## src/design/pnmhp_pkg.sv

```systemverilog
// Package with the types, codes and helpers of the PNM header parser.
`timescale 1ns / 1ps
package pnmhp_pkg;

  localparam int DEF_HEADER_BYTES = 2048;
  localparam int DEF_NUMBER_BITS  = 16;
  localparam int OFFSET_W         = 12;
  localparam int DIM_W            = 16;

  localparam logic [1:0] ERR_OK       = 2'd0;
  localparam logic [1:0] ERR_MAGIC    = 2'd1;
  localparam logic [1:0] ERR_OVERFLOW = 2'd2;
  localparam logic [1:0] ERR_NUMBER   = 2'd3;

  localparam logic [7:0] CHAR_P    = 8'h50;
  localparam logic [7:0] CHAR_2    = 8'h32;
  localparam logic [7:0] CHAR_3    = 8'h33;
  localparam logic [7:0] CHAR_5    = 8'h35;
  localparam logic [7:0] CHAR_6    = 8'h36;
  localparam logic [7:0] CHAR_0    = 8'h30;
  localparam logic [7:0] CHAR_HASH = 8'h23;
  localparam logic [7:0] CHAR_LF   = 8'h0a;

  localparam logic [1:0] FMT_P2 = 2'd0;
  localparam logic [1:0] FMT_P3 = 2'd1;
  localparam logic [1:0] FMT_P5 = 2'd2;
  localparam logic [1:0] FMT_P6 = 2'd3;

  typedef enum logic [8:0] {
    PH_MAGIC1 = 9'b000000001,
    PH_MAGIC2 = 9'b000000010,
    PH_PRE    = 9'b000000100,
    PH_WIDTH  = 9'b000001000,
    PH_WS_H   = 9'b000010000,
    PH_HEIGHT = 9'b000100000,
    PH_WS_M   = 9'b001000000,
    PH_MAX    = 9'b010000000,
    PH_DONE   = 9'b100000000
  } phase_t;

  typedef struct packed {
    logic [7:0] data_byte;
    logic       start_req;
  } beat_t;

  typedef struct packed {
    logic [1:0]          error_code;
    logic [1:0]          image_format;
    logic [1:0]          components;
    logic [4:0]          bits_per_component;
    logic [DIM_W-1:0]    image_width;
    logic [DIM_W-1:0]    image_height;
    logic [DIM_W-1:0]    max_value;
    logic [OFFSET_W-1:0] data_offset;
  } result_t;

  function automatic logic is_ws(input logic [7:0] c);
    return (c == 8'd32) || (c inside {[8'd9:8'd13]});
  endfunction

  function automatic logic is_digit(input logic [7:0] c);
    return c inside {[8'd48:8'd57]};
  endfunction

endpackage

```

## src/design/pnm_header_parser_unit.sv

```systemverilog
// A byte-serial PNM header parser that takes one file byte per cycle and gives one
// result when the header ends or fails. Each byte passes through an input register
// and is then parsed combinationally into the result register, so the block
// sustains one byte per clock, and the result is loaded into the result register
// when the input register passes on the byte that ends the header. It stalls only
// while a result sits in the result register and is not taken. After a result,
// bytes are accepted and dropped until a beat with start_req set begins a new file.
`timescale 1ns / 1ps
module pnm_header_parser_unit #(
  parameter int HEADER_BYTES = pnmhp_pkg::DEF_HEADER_BYTES,
  parameter int NUMBER_BITS  = pnmhp_pkg::DEF_NUMBER_BITS
) (
  input  logic                           clk,
  input  logic                           rst,
  input  logic                           in_valid,
  output logic                           in_ready,
  input  logic [7:0]                     data_byte,
  input  logic                           start_req,
  output logic                           out_valid,
  input  logic                           out_ready,
  output logic [1:0]                     error_code,
  output logic [1:0]                     image_format,
  output logic [1:0]                     components,
  output logic [4:0]                     bits_per_component,
  output logic [pnmhp_pkg::DIM_W-1:0]    image_width,
  output logic [pnmhp_pkg::DIM_W-1:0]    image_height,
  output logic [pnmhp_pkg::DIM_W-1:0]    max_value,
  output logic [pnmhp_pkg::OFFSET_W-1:0] data_offset
);
  import pnmhp_pkg::*;

  beat_t   in_beat;
  beat_t   held_beat;
  logic    advance;
  logic    fire;
  logic    res_valid;
  result_t res;
  result_t out_res;

  assign in_beat.data_byte = data_byte;
  assign in_beat.start_req = start_req;

  pnmhp_in_reg u_in_reg (
    .clk       (clk),
    .rst       (rst),
    .in_valid  (in_valid),
    .in_ready  (in_ready),
    .in_beat   (in_beat),
    .advance   (advance),
    .fire      (fire),
    .held_beat (held_beat)
  );

  pnmhp_core #(
    .HEADER_BYTES (HEADER_BYTES),
    .NUMBER_BITS  (NUMBER_BITS)
  ) u_core (
    .clk       (clk),
    .rst       (rst),
    .fire      (fire),
    .beat      (held_beat),
    .res_valid (res_valid),
    .res       (res)
  );

  pnmhp_out_reg u_out_reg (
    .clk       (clk),
    .rst       (rst),
    .load      (fire && res_valid),
    .load_res  (res),
    .advance   (advance),
    .out_valid (out_valid),
    .out_ready (out_ready),
    .out_res   (out_res)
  );

  assign error_code         = out_res.error_code;
  assign image_format       = out_res.image_format;
  assign components         = out_res.components;
  assign bits_per_component = out_res.bits_per_component;
  assign image_width        = out_res.image_width;
  assign image_height       = out_res.image_height;
  assign max_value          = out_res.max_value;
  assign data_offset        = out_res.data_offset;

endmodule

```

## src/design/pnmhp_in_reg.sv

```systemverilog
// Input register stage that holds one accepted byte beat.
`timescale 1ns / 1ps
module pnmhp_in_reg (
  input  logic           clk,
  input  logic           rst,
  input  logic           in_valid,
  output logic           in_ready,
  input  pnmhp_pkg::beat_t in_beat,
  input  logic           advance,
  output logic           fire,
  output pnmhp_pkg::beat_t held_beat
);
  import pnmhp_pkg::*;

  logic held_valid;

  assign in_ready = !held_valid || advance;
  assign fire     = held_valid && advance;

  always_ff @(posedge clk) begin
    if (rst) begin
      held_valid <= 1'b0;
    end else if (in_ready) begin
      held_valid <= in_valid;
    end
  end

  always_ff @(posedge clk) begin
    if (in_valid && in_ready) begin
      held_beat <= in_beat;
    end
  end

endmodule

```

## src/design/pnmhp_core.sv

```systemverilog
// Parser state and the per-byte next-state and result logic.
`timescale 1ns / 1ps
module pnmhp_core #(
  parameter int HEADER_BYTES = pnmhp_pkg::DEF_HEADER_BYTES,
  parameter int NUMBER_BITS  = pnmhp_pkg::DEF_NUMBER_BITS
) (
  input  logic               clk,
  input  logic               rst,
  input  logic               fire,
  input  pnmhp_pkg::beat_t   beat,
  output logic               res_valid,
  output pnmhp_pkg::result_t res
);
  import pnmhp_pkg::*;

  localparam int SumW  = NUMBER_BITS + 4;
  localparam int WideW = NUMBER_BITS + DIM_W;
  localparam int PosW  = OFFSET_W + 1;

  phase_t               phase, phase_next, cur_phase;
  logic                 saw_p, saw_p_next, cur_saw_p;
  logic [1:0]           fmt, fmt_next, cur_fmt;
  logic                 in_comment, in_comment_next, cur_in_comment;
  logic [NUMBER_BITS-1:0] acc, acc_next, cur_acc;
  logic [DIM_W-1:0]     width_held, width_next, cur_width;
  logic [DIM_W-1:0]     height_held, height_next, cur_height;
  logic [OFFSET_W-1:0]  pos, pos_next, cur_pos;

  logic [7:0]           c;
  logic [3:0]           dval;
  logic [SumW-1:0]      sum;
  logic                 over;
  logic [WideW-1:0]     acc_wide;
  logic [PosW-1:0]      newpos;
  logic [1:0]           err;
  logic                 done_ok;
  logic                 ignore;
  logic [4:0]           bpc;

  always_comb begin
    c    = beat.data_byte;
    dval = 4'(c - CHAR_0);

    if (beat.start_req) begin
      cur_phase      = PH_MAGIC1;
      cur_saw_p      = 1'b0;
      cur_fmt        = 2'd0;
      cur_in_comment = 1'b0;
      cur_acc        = '0;
      cur_width      = '0;
      cur_height     = '0;
      cur_pos        = '0;
    end else begin
      cur_phase      = phase;
      cur_saw_p      = saw_p;
      cur_fmt        = fmt;
      cur_in_comment = in_comment;
      cur_acc        = acc;
      cur_width      = width_held;
      cur_height     = height_held;
      cur_pos        = pos;
    end

    sum      = SumW'({cur_acc, 3'b000}) + SumW'({cur_acc, 1'b0}) + SumW'(dval);
    over     = |sum[SumW-1:NUMBER_BITS];
    acc_wide = WideW'(cur_acc);
    newpos   = PosW'(cur_pos) + PosW'(1);

    bpc = 5'd0;
    for (int n = 1; n <= 16; n++) begin
      if (acc_wide == WideW'((64'd1 << n) - 64'd1)) begin
        bpc = 5'(n);
      end
    end

    phase_next      = cur_phase;
    saw_p_next      = cur_saw_p;
    fmt_next        = cur_fmt;
    in_comment_next = cur_in_comment;
    acc_next        = cur_acc;
    width_next      = cur_width;
    height_next     = cur_height;
    pos_next        = cur_pos;
    err             = ERR_OK;
    done_ok         = 1'b0;
    ignore          = 1'b0;

    case (cur_phase)
      PH_MAGIC1: begin
        if (!is_ws(c)) begin
          saw_p_next = (c == CHAR_P);
          phase_next = PH_MAGIC2;
        end
      end
      PH_MAGIC2: begin
        if (!is_ws(c)) begin
          if (cur_saw_p && c == CHAR_2) fmt_next = FMT_P2;
          else if (cur_saw_p && c == CHAR_3) fmt_next = FMT_P3;
          else if (cur_saw_p && c == CHAR_5) fmt_next = FMT_P5;
          else if (cur_saw_p && c == CHAR_6) fmt_next = FMT_P6;
          else err = ERR_MAGIC;
          phase_next = PH_PRE;
        end
      end
      PH_PRE: begin
        if (cur_in_comment) begin
          if (c == CHAR_LF) in_comment_next = 1'b0;
        end else if (c == CHAR_HASH) begin
          in_comment_next = 1'b1;
        end else if (is_digit(c)) begin
          acc_next   = NUMBER_BITS'(dval);
          phase_next = PH_WIDTH;
        end else if (!is_ws(c)) begin
          err = ERR_NUMBER;
        end
      end
      PH_WS_H, PH_WS_M: begin
        if (is_digit(c)) begin
          acc_next   = NUMBER_BITS'(dval);
          phase_next = (cur_phase == PH_WS_H) ? PH_HEIGHT : PH_MAX;
        end else if (!is_ws(c)) begin
          err = ERR_NUMBER;
        end
      end
      PH_WIDTH, PH_HEIGHT: begin
        if (is_digit(c)) begin
          if (over) err = ERR_NUMBER;
          else acc_next = sum[NUMBER_BITS-1:0];
        end else if (is_ws(c)) begin
          if (cur_phase == PH_WIDTH) begin
            width_next = acc_wide[DIM_W-1:0];
            phase_next = PH_WS_H;
          end else begin
            height_next = acc_wide[DIM_W-1:0];
            phase_next  = PH_WS_M;
          end
          acc_next = '0;
        end else begin
          err = ERR_NUMBER;
        end
      end
      PH_MAX: begin
        if (is_digit(c)) begin
          if (over) err = ERR_NUMBER;
          else acc_next = sum[NUMBER_BITS-1:0];
        end else if (bpc == 5'd0) begin
          err = ERR_NUMBER;
        end else begin
          done_ok = 1'b1;
        end
      end
      default: begin
        ignore = 1'b1;
      end
    endcase

    if (err == ERR_OK && newpos >= PosW'(HEADER_BYTES)) begin
      err = ERR_OVERFLOW;
    end

    res_valid = !ignore && (err != ERR_OK || done_ok);
    if (!ignore) begin
      pos_next = newpos[OFFSET_W-1:0];
    end
    if (res_valid) begin
      phase_next = PH_DONE;
    end

    res = '0;
    res.error_code = err;
    if (err == ERR_OK) begin
      res.image_format       = fmt_next;
      res.components         = fmt_next[0] ? 2'd3 : 2'd1;
      res.bits_per_component = bpc;
      res.image_width        = cur_width;
      res.image_height       = cur_height;
      res.max_value          = acc_wide[DIM_W-1:0];
      res.data_offset        = newpos[OFFSET_W-1:0];
    end
  end

  always_ff @(posedge clk) begin
    if (rst) begin
      phase       <= PH_MAGIC1;
      saw_p       <= 1'b0;
      fmt         <= 2'd0;
      in_comment  <= 1'b0;
      acc         <= '0;
      width_held  <= '0;
      height_held <= '0;
      pos         <= '0;
    end else if (fire) begin
      phase       <= phase_next;
      saw_p       <= saw_p_next;
      fmt         <= fmt_next;
      in_comment  <= in_comment_next;
      acc         <= acc_next;
      width_held  <= width_next;
      height_held <= height_next;
      pos         <= pos_next;
    end
  end

endmodule

```

## src/design/pnmhp_out_reg.sv

```systemverilog
// Result register that holds one header result until it is taken.
`timescale 1ns / 1ps
module pnmhp_out_reg (
  input  logic               clk,
  input  logic               rst,
  input  logic               load,
  input  pnmhp_pkg::result_t load_res,
  output logic               advance,
  output logic               out_valid,
  input  logic               out_ready,
  output pnmhp_pkg::result_t out_res
);
  import pnmhp_pkg::*;

  assign advance = !out_valid || out_ready;

  always_ff @(posedge clk) begin
    if (rst) begin
      out_valid <= 1'b0;
    end else if (advance) begin
      out_valid <= load;
    end
  end

  always_ff @(posedge clk) begin
    if (advance && load) begin
      out_res <= load_res;
    end
  end

endmodule

```

## config.mk

```make
export PLATFORM = sky130hd
export DESIGN_NAME = pnm_header_parser_unit
export DESIGN_NICKNAME = d
export VERILOG_FILES = /design/src/design/pnmhp_pkg.sv /design/src/design/pnm_header_parser_unit.sv /design/src/design/pnmhp_in_reg.sv /design/src/design/pnmhp_core.sv /design/src/design/pnmhp_out_reg.sv
export SDC_FILE = /design/constraint.sdc
export NUM_CORES = 1
export LEC_CHECK = 0
export BUFFER_PORTS_ARGS = -buffer_cell sky130_fd_sc_hd__buf_2
export CORE_ASPECT_RATIO = 0.6
export CORE_MARGIN = 3
export CORE_UTILIZATION = 30
export CTS_CLUSTER_SIZE = 40
export DETAILED_ROUTE_END_ITERATION = 10
export PLACE_DENSITY = 0.5
export RECOVER_POWER = 25
export SETUP_SLACK_MARGIN = 0.15
export SYNTH_ARGS = -nofsm -noshare
export SYNTH_HDL_FRONTEND = slang
export SYNTH_SLANG_ARGS = --single-unit
export TNS_END_PERCENT = 100
```

## constraint.sdc

```tcl
create_clock -name clk -period 9.23 [get_ports clk]
set_input_delay 0.923 -clock clk [delete_from_list [all_inputs] [get_ports clk]]
set_output_delay 0.923 -clock clk [all_outputs]
set_load 0.05 [all_outputs]
```

==> results of run 1 <==
-- cell usage in the layout, fill, tap and decap left out, drive strengths merged, types with 33 or more instances in the layout --
master	Yosys	layout
nand2	56	56
dfxtp	75	75
clkbuf	33	79
nor2	112	112
a22oi	33	33
edfxtp	79	79
and2	49	49
o21ai	46	46
buf	16	36
a21oi	63	63
-- worst min-delay path, stage by stage, from the launching register on --
cell and delay [ps]:
dfxtp_1 310, nand2_1 50, a21oi_1 50
-- metrics by stage --
stage | power [W] | hold slack, ps | utilization (%)
floorplan | 0.000783 | 437 | -
global placement | 0.000802 | 450 | 33.7
detailed placement | 0.000802 | 456 | 33.7
CTS | 0.00156 | 464 | 36.0
global route | 0.00159 | 494 | 35.7
finish | 0.00154 | 464 | 35.7
-- final cells by class --
class | count | area share (%)
Clock buffer | 20 | 4.64
Inverter | 21 | 0.819
Sequential cell | 154 | 40.3
Timing Repair Buffer | 95 | 4.41
Clock inverter | 12 | 1.81
Tap cell | 360 | 4.68
Multi-Input combinational cell | 671 | 43.4
-- kinds of logic after synthesis --
| logic type | count (synthesis) | synth area share (%) |
|---|---|---|
| other | 1 | 0.0448 |
| buffers and inverters | 70 | 3.83 |
| flip-flops | 154 | 46.3 |
| adder cells (fa/ha/maj) | 33 | 5.12 |
| multiplexers | 2 | 0.239 |
| AND/OR/NAND/NOR | 391 | 24.7 |
| AO/OA/AOI/OAI | 224 | 17.6 |
| XOR/XNOR | 20 | 2.09 |
-- metal layers --
metal	global-route usage, %	wire (um)
met5	0	0
met4	4.97	362
met3	5.80	2460
met2	20.7	9290
met1	29.1	14200
-- power groups by stage --
stage,logic [W],clock network (W),registers [W]
2_1_floorplan,0.0000429,0,0.000740
3_3_place_gp,0.0000620,0,0.000741
3_5_place_dp,0.0000619,0,0.000740
4_1_cts,0.0000622,0.000768,0.000725
5_1_grt,0.0000688,0.000798,0.000726
6_report,0.0000621,0.000755,0.000726
-- flip-flops by register name, indices dropped and copies added, names as in the netlist --
| signal | count |
|---|---|
| u_core.phase | 9 |
| u_in_reg.held_beat | 9 |
| u_core.fmt | 2 |
| u_core.saw_p | 1 |
| u_core.in_comment | 1 |
| u_out_reg.out_valid | 1 |
| u_in_reg.held_valid | 1 |
| u_core.pos | 12 |
| u_core.width_held | 16 |
| u_out_reg.out_res | 70 |
| u_core.acc | 16 |
| u_core.height_held | 16 |
-- worst paths after layout --
path              slack, ps                             from                                   to
hold reg to reg         460       u_core.fmt[1]$_SDFFE_PP0P_           u_core.fmt[1]$_SDFFE_PP0P_
setup reg to reg       3730  u_in_reg.held_beat[0]$_DFFE_PP_  u_out_reg.out_res[13]$_SDFFCE_PP0P_
setup / recovery       3730  u_in_reg.held_beat[0]$_DFFE_PP_  u_out_reg.out_res[13]$_SDFFCE_PP0P_
hold / removal          460       u_core.fmt[1]$_SDFFE_PP0P_           u_core.fmt[1]$_SDFFE_PP0P_
==> key figures, run 1 <==
Status
  – Status: finished with violations
  – Failing checks: max-capacitance violations, max-slew violations

Power
  – Leak pwr: 3.42 nW
  – Maximum VDD drop: 0.105 mV
  – P per Cell Area: 160 nW/um^2
  – NetSw: 0.000350 W
  – Sw Ratio: 22.7%
  – Reg power frac: 47.1%
  – Internal: 0.00119 W
  – Combinational power share: 4.0%
  – Clock share of power: 48.9%

STA
  – Max Freq: 0.182 GHz
  – Relative slew margins: -125%
  – Setup slack after layout: 3730 ps
  – Skew final: 12.1 ps
  – Max Slew Vio Count: 68
  – Tmin final: 5500 ps
  – Final setup vio count: 0
  – Setup TNS: 0 ps
  – Final hold viol count: 0
  – Worst-margin pin slew: 3370 ps
  – Fin crit share: 59.6%
  – Unrepaired setup endpoints after global routing: no

Setup path
  – CP max stage delay: 740 ps
  – Data arrival, critical path: 5690 ps
  – CP Cell Sequence: buf_4 -> inv_2 -> nand2_1 -> inv_2 -> ha_1 -> ha_1 -> a21o_1 -> a31o_2 -> a311oi_1 -> nor2_1 -> o311ai_1 -> nand2_1 -> o21ai_4 -> inv_2 -> and2_1
  – Type of origin of the critical path: register
  – Worst Setup End Kind: register
  – Max FO, Critical Path: 66
  – Crit path kind: reg2reg
  – Levels on crit path: 15
  – Cell family with most CP delay: compound AO/OA/AOI/OAI gates
  – CP bufs+invs: 4
  – CP Data Required Time: 9420 ps
  – Worst r2r path cells: 15
  – Critical path's slowest cell: o21ai_4
  – Most common cell on crit path: inv_2

Worst hold path
  – Hold WC Path Type: reg2reg
  – Worst hold path stage count: 2

Placement
  – Placed cell area: 9080 um^2
  – # placed instances: 1301
  – HPWL Detailed: 18600 um
  – Dpl ws: 3860 ps
  – GP Congestion: 0.929
  – Port-buffer cells: 85

Drt
  – Vias post-DR: 7218
  – Post-DR vias/cell: 5.41
  – DRT iter0 DRCs: 786
  – WL/cell: 19.7 um
  – First drt pass iteration count: 6
  – DR DRC count: 0
  – Total routed wirelength: 26300 um
  – Final ANT Viol Nets: 0

GRT
  – GR Util All Layers: 17.7%
  – Vias in the first global route: 6755
  – Total gr overflow: 0
  – Largest net degree at the start of global routing: 71
  – Antenna violations before repair: 1
  – First-pass GRT wire length: 40700 um

Floorplan
  – Ports: 86
  – CORE AREA: 26900 um^2
  – Die area: 30000 um^2
  – Die Ht: 135 um
  – Placement Rows: 46
  – Die Width: 222 um
  – Initial Utilization: 31.1%

Cells and area
  – Register area: 3870 um^2
  – # diodes: 0
  – Multi-input gate area: 4180 um^2
  – Share of layout cells above drive strength 1: 9.76%
  – Final cell count without fillers: 1333
  – Fillers: 2811
  – Nets: 1006
  – Final instance area: 9620 um^2
  – Area Growth Syn to Fin: 15.0%

Clock tree
  – H-tree levels: 4
  – Worst-path clk slew: 70 ps
  – Skew-Pair Late Insertion Delay: 440 ps
  – PostCTS Resize Cnt: 0
  – Root Driver: clkbuf_16
  – Postcts setup bufs: 0
  – CTS tree: yes
  – Num CTS Buffers: 17
  – Clock sink count: 154
  – Hold-fix buffers at CTS: 0
  – CTS max path bufs: 2

Synth
  – Largest cells by area after synthesis: edfxtp_1 28%, dfxtp_1 18%, nor2_1 4.9%, ha_1 4.6%, a21oi_1 3.7%
  – Cells after Synth: 895
  – Area share of the largest cell type after synthesis: 28.4%
  – Mapped Avg Cell Area: 9.35 um^2
  – Number of synthesized register bits: 154
  – Synth cell count leaders: 110 x nor2_1, 79 x edfxtp_1, 75 x dfxtp_1
  – Post-synthesis sequential area ratio: 46.3%
  – Mapped Nets: 941
  – Mapped cell area: 8360 um^2
  – Area leader, netlist: edfxtp_1
  – Count leader, synth: nor2_1
  – Synth async-reset ratio: 0%
  – Yosys cell types: 83
  – Number of synthesized flops with an enable pin: 79
  – Yosys warning count: 0
  – Dominant synthesized flop cell: edfxtp_1

Run
  – Max Cap Viol: 1
Power figures use the tool's default switching activity.
==> run 2, diff against run 1 <==
- clock period: 9.23 -> 5.45 ns (I/O delays scaled with it)
==> run 2 against run 1 <==
Net effect: the flow still finishes with violations (max-capacitance violations, max-slew violations); wire length rose by 0.35%; non-clock buffer count is 16 higher; first-iteration DRC count is 5.7% lower; via count decreased by 0.96%; final area rose by 1.2%; total power up 66%; setup slack got worse by 3000 ps; register-to-register slack got worse by 3000 ps; critical path depth shrank 1; global-route usage increased by 0.056 points; largest cell class unchanged; largest power group is now registers.
==> key figures, run 2 (synthesis gave the netlist of run 1 again) <==
Status
  – Status: finished with violations
  – Failing checks: max-capacitance violations, max-slew violations

Worst hold path
  – Hold WC Path Type: in2reg
  – Worst hold start: data_byte[7]

Setup path
  – Critical path origin: u_in_reg.held_beat[0]$_DFFE_PP_
  – Worst Setup End Kind: register
  – CP Data Required Time: 5590 ps
  – RR Startpoint: u_in_reg.held_beat[0]$_DFFE_PP_
  – Crit path kind: reg2reg
  – Max FO, Critical Path: 34
  – Type of origin of the critical path: register
  – Data arrival, critical path: 4890 ps

Placement
  – HPWL Detailed: 18900 um
  – Port-buffer cells: 85
  – GP Congestion: 0.957
  – Placed cell area: 9230 um^2

Drt
  – Post-DR vias/cell: 5.30
  – DR DRC count: 0
  – Vias post-DR: 7149
  – First drt pass iteration count: 5
  – Total routed wirelength: 26400 um
  – WL/cell: 19.5 um
  – DRT iter0 DRCs: 741
  – Final ANT Viol Nets: 0

STA
  – Setup TNS: 0 ps
  – Relative slew margins: -50.1%
  – Final hold viol count: 0
  – Max Slew Vio Count: 43
  – Final setup vio count: 0
  – Skew final: 14.4 ps
  – Max Freq: 0.210 GHz
  – Worst-margin pin slew: 2250 ps
  – Tmin final: 4750 ps
  – Fin crit share: 87.2%
  – Unrepaired setup endpoints after global routing: no

Cells and area
  – Share of layout cells above drive strength 1: 10.1%
  – Fin util: 36.2%
  – Max reg flops: 70
  – Most flops, register: u_out_reg.out_res
  – Area Growth Syn to Fin: 16.5%
  – Nets: 1022
  – Most common cell after layout, fill and taps aside: nor2_1
  – Final instance area: 9740 um^2
  – # diodes: 0
  – Most frequent cells in the layout: 110 x nor2_1, 79 x edfxtp_1, 75 x dfxtp_1

Clock tree
  – Hold-fix buffers at CTS: 0
  – Skew-Pair Late Insertion Delay: 450 ps
  – Clock sink count: 154
  – CTS max path bufs: 2
  – CTS tree: yes
  – Num CTS Buffers: 17
  – PostCTS Resize Cnt: 0
  – Postcts setup bufs: 0
  – Worst-path clk slew: 70 ps
  – Root Driver: clkbuf_16
  – H-tree levels: 4

Power
  – Sw Ratio: 23.1%
  – Maximum VDD drop: 0.157 mV
  – NetSw: 0.000592 W
  – Clock share of power: 47.7%
  – Reg power frac: 48.1%
  – Power, Total: 0.00256 W
  – Leak pwr: 3.52 nW
  – Combinational power share: 4.2%
  – P per Cell Area: 262 nW/um^2
  – Internal: 0.00197 W

GRT
  – Vias in the first global route: 6649
  – Largest net degree at the start of global routing: 48
  – GR Util All Layers: 17.8%
  – Antenna violations before repair: 1
  – Total gr overflow: 0
  – First-pass GRT wire length: 40400 um

Floorplan
  – Die Ht: 135 um
  – Placement Rows: 46
  – Die Width: 222 um
  – Die area: 30000 um^2
  – Initial Utilization: 31.1%
  – Ports: 86
  – CORE AREA: 26900 um^2

Run
  – Max Cap Viol: 1
## run 2: cell count changes in the layout (fill, tap and decap cells not counted), sizes merged
cell / delta
clkinvlp: -2
clkbuf: +15
clkinv: -1
inv: +2
buf: +5
bufinv: -3
## run 2: path summary, 6_finish.rpt
| check | end | slack, ps | cells after the start |
|---|---|---|---|
| worst max register to register | u_out_reg.out_res[58]$_SDFFCE_PP0P_ | 700 | 14 |
| worst min-delay path | u_in_reg.held_beat[8]$_DFFE_PP_ | 280 | 1 |
| worst max-delay path | u_out_reg.out_res[58]$_SDFFCE_PP0P_ | 700 | 14 |
| worst min register to register | u_core.fmt[1]$_SDFFE_PP0P_ | 460 | 2 |
## run 2: area by class of cell
type | count | area, um^2
clock buffers | 24 | 524
well taps | 360 | 450
clock inverters | 8 | 78.8
flip-flops and latches | 154 | 3870
inverters | 21 | 78.8
repair buffers | 111 | 556
multi-input cells | 671 | 4180
fillers | 2786 | 17200
## run 2: stage by stage
| step | cells | setup slack (ps) | hold slack, ps |
|---|---|---|---|
| after floorplan | 895 | 589 | 437 |
| after global placement | 1317 | 769 | 444 |
| after detailed placement | 1317 | 711 | 455 |
| after CTS | 1349 | 673 | 256 |
| after global routing | 1349 | 264 | 262 |
| final | 1349 | 698 | 281 |
## run 2: routing by layer
| layer | part of all wire, % | GRT usage, % | wire (um) | up-vias |
|---|---|---|---|---|
| li1 | - | - | - | 3447 |
| met1 | 54 | 28.6 | 14200 | 3401 |
| met2 | 35 | 21.4 | 9250 | 274 |
| met3 | 9.6 | 6.34 | 2530 | 27 |
| met4 | 1.3 | 4.65 | 336 | 0 |
| met5 | 0 | 0 | 0 | - |
## run 2: worst max-delay path, stage by stage (launching register included)
cell      delay, ps
edfxtp_1        590
nor2b_1         480
inv_2           140
fa_1            580
inv_1            60
ha_1            280
a211oi_1         80
nor2_1          250
o21bai_1        190
o221a_2         300
o311ai_1        380
nand2_1         210
o21ai_1         240
and2_4          380
buf_12          250
## run 2: power groups by stage
stage	combinational [W]	clock [W]	sequential [W]
after floorplan	0.0000727	0	0.00125
after global placement	0.000108	0	0.00125
after detailed placement	0.000108	0	0.00125
after CTS	0.000108	0.00125	0.00123
after global routing	0.000119	0.00130	0.00123
final	0.000108	0.00122	0.00123
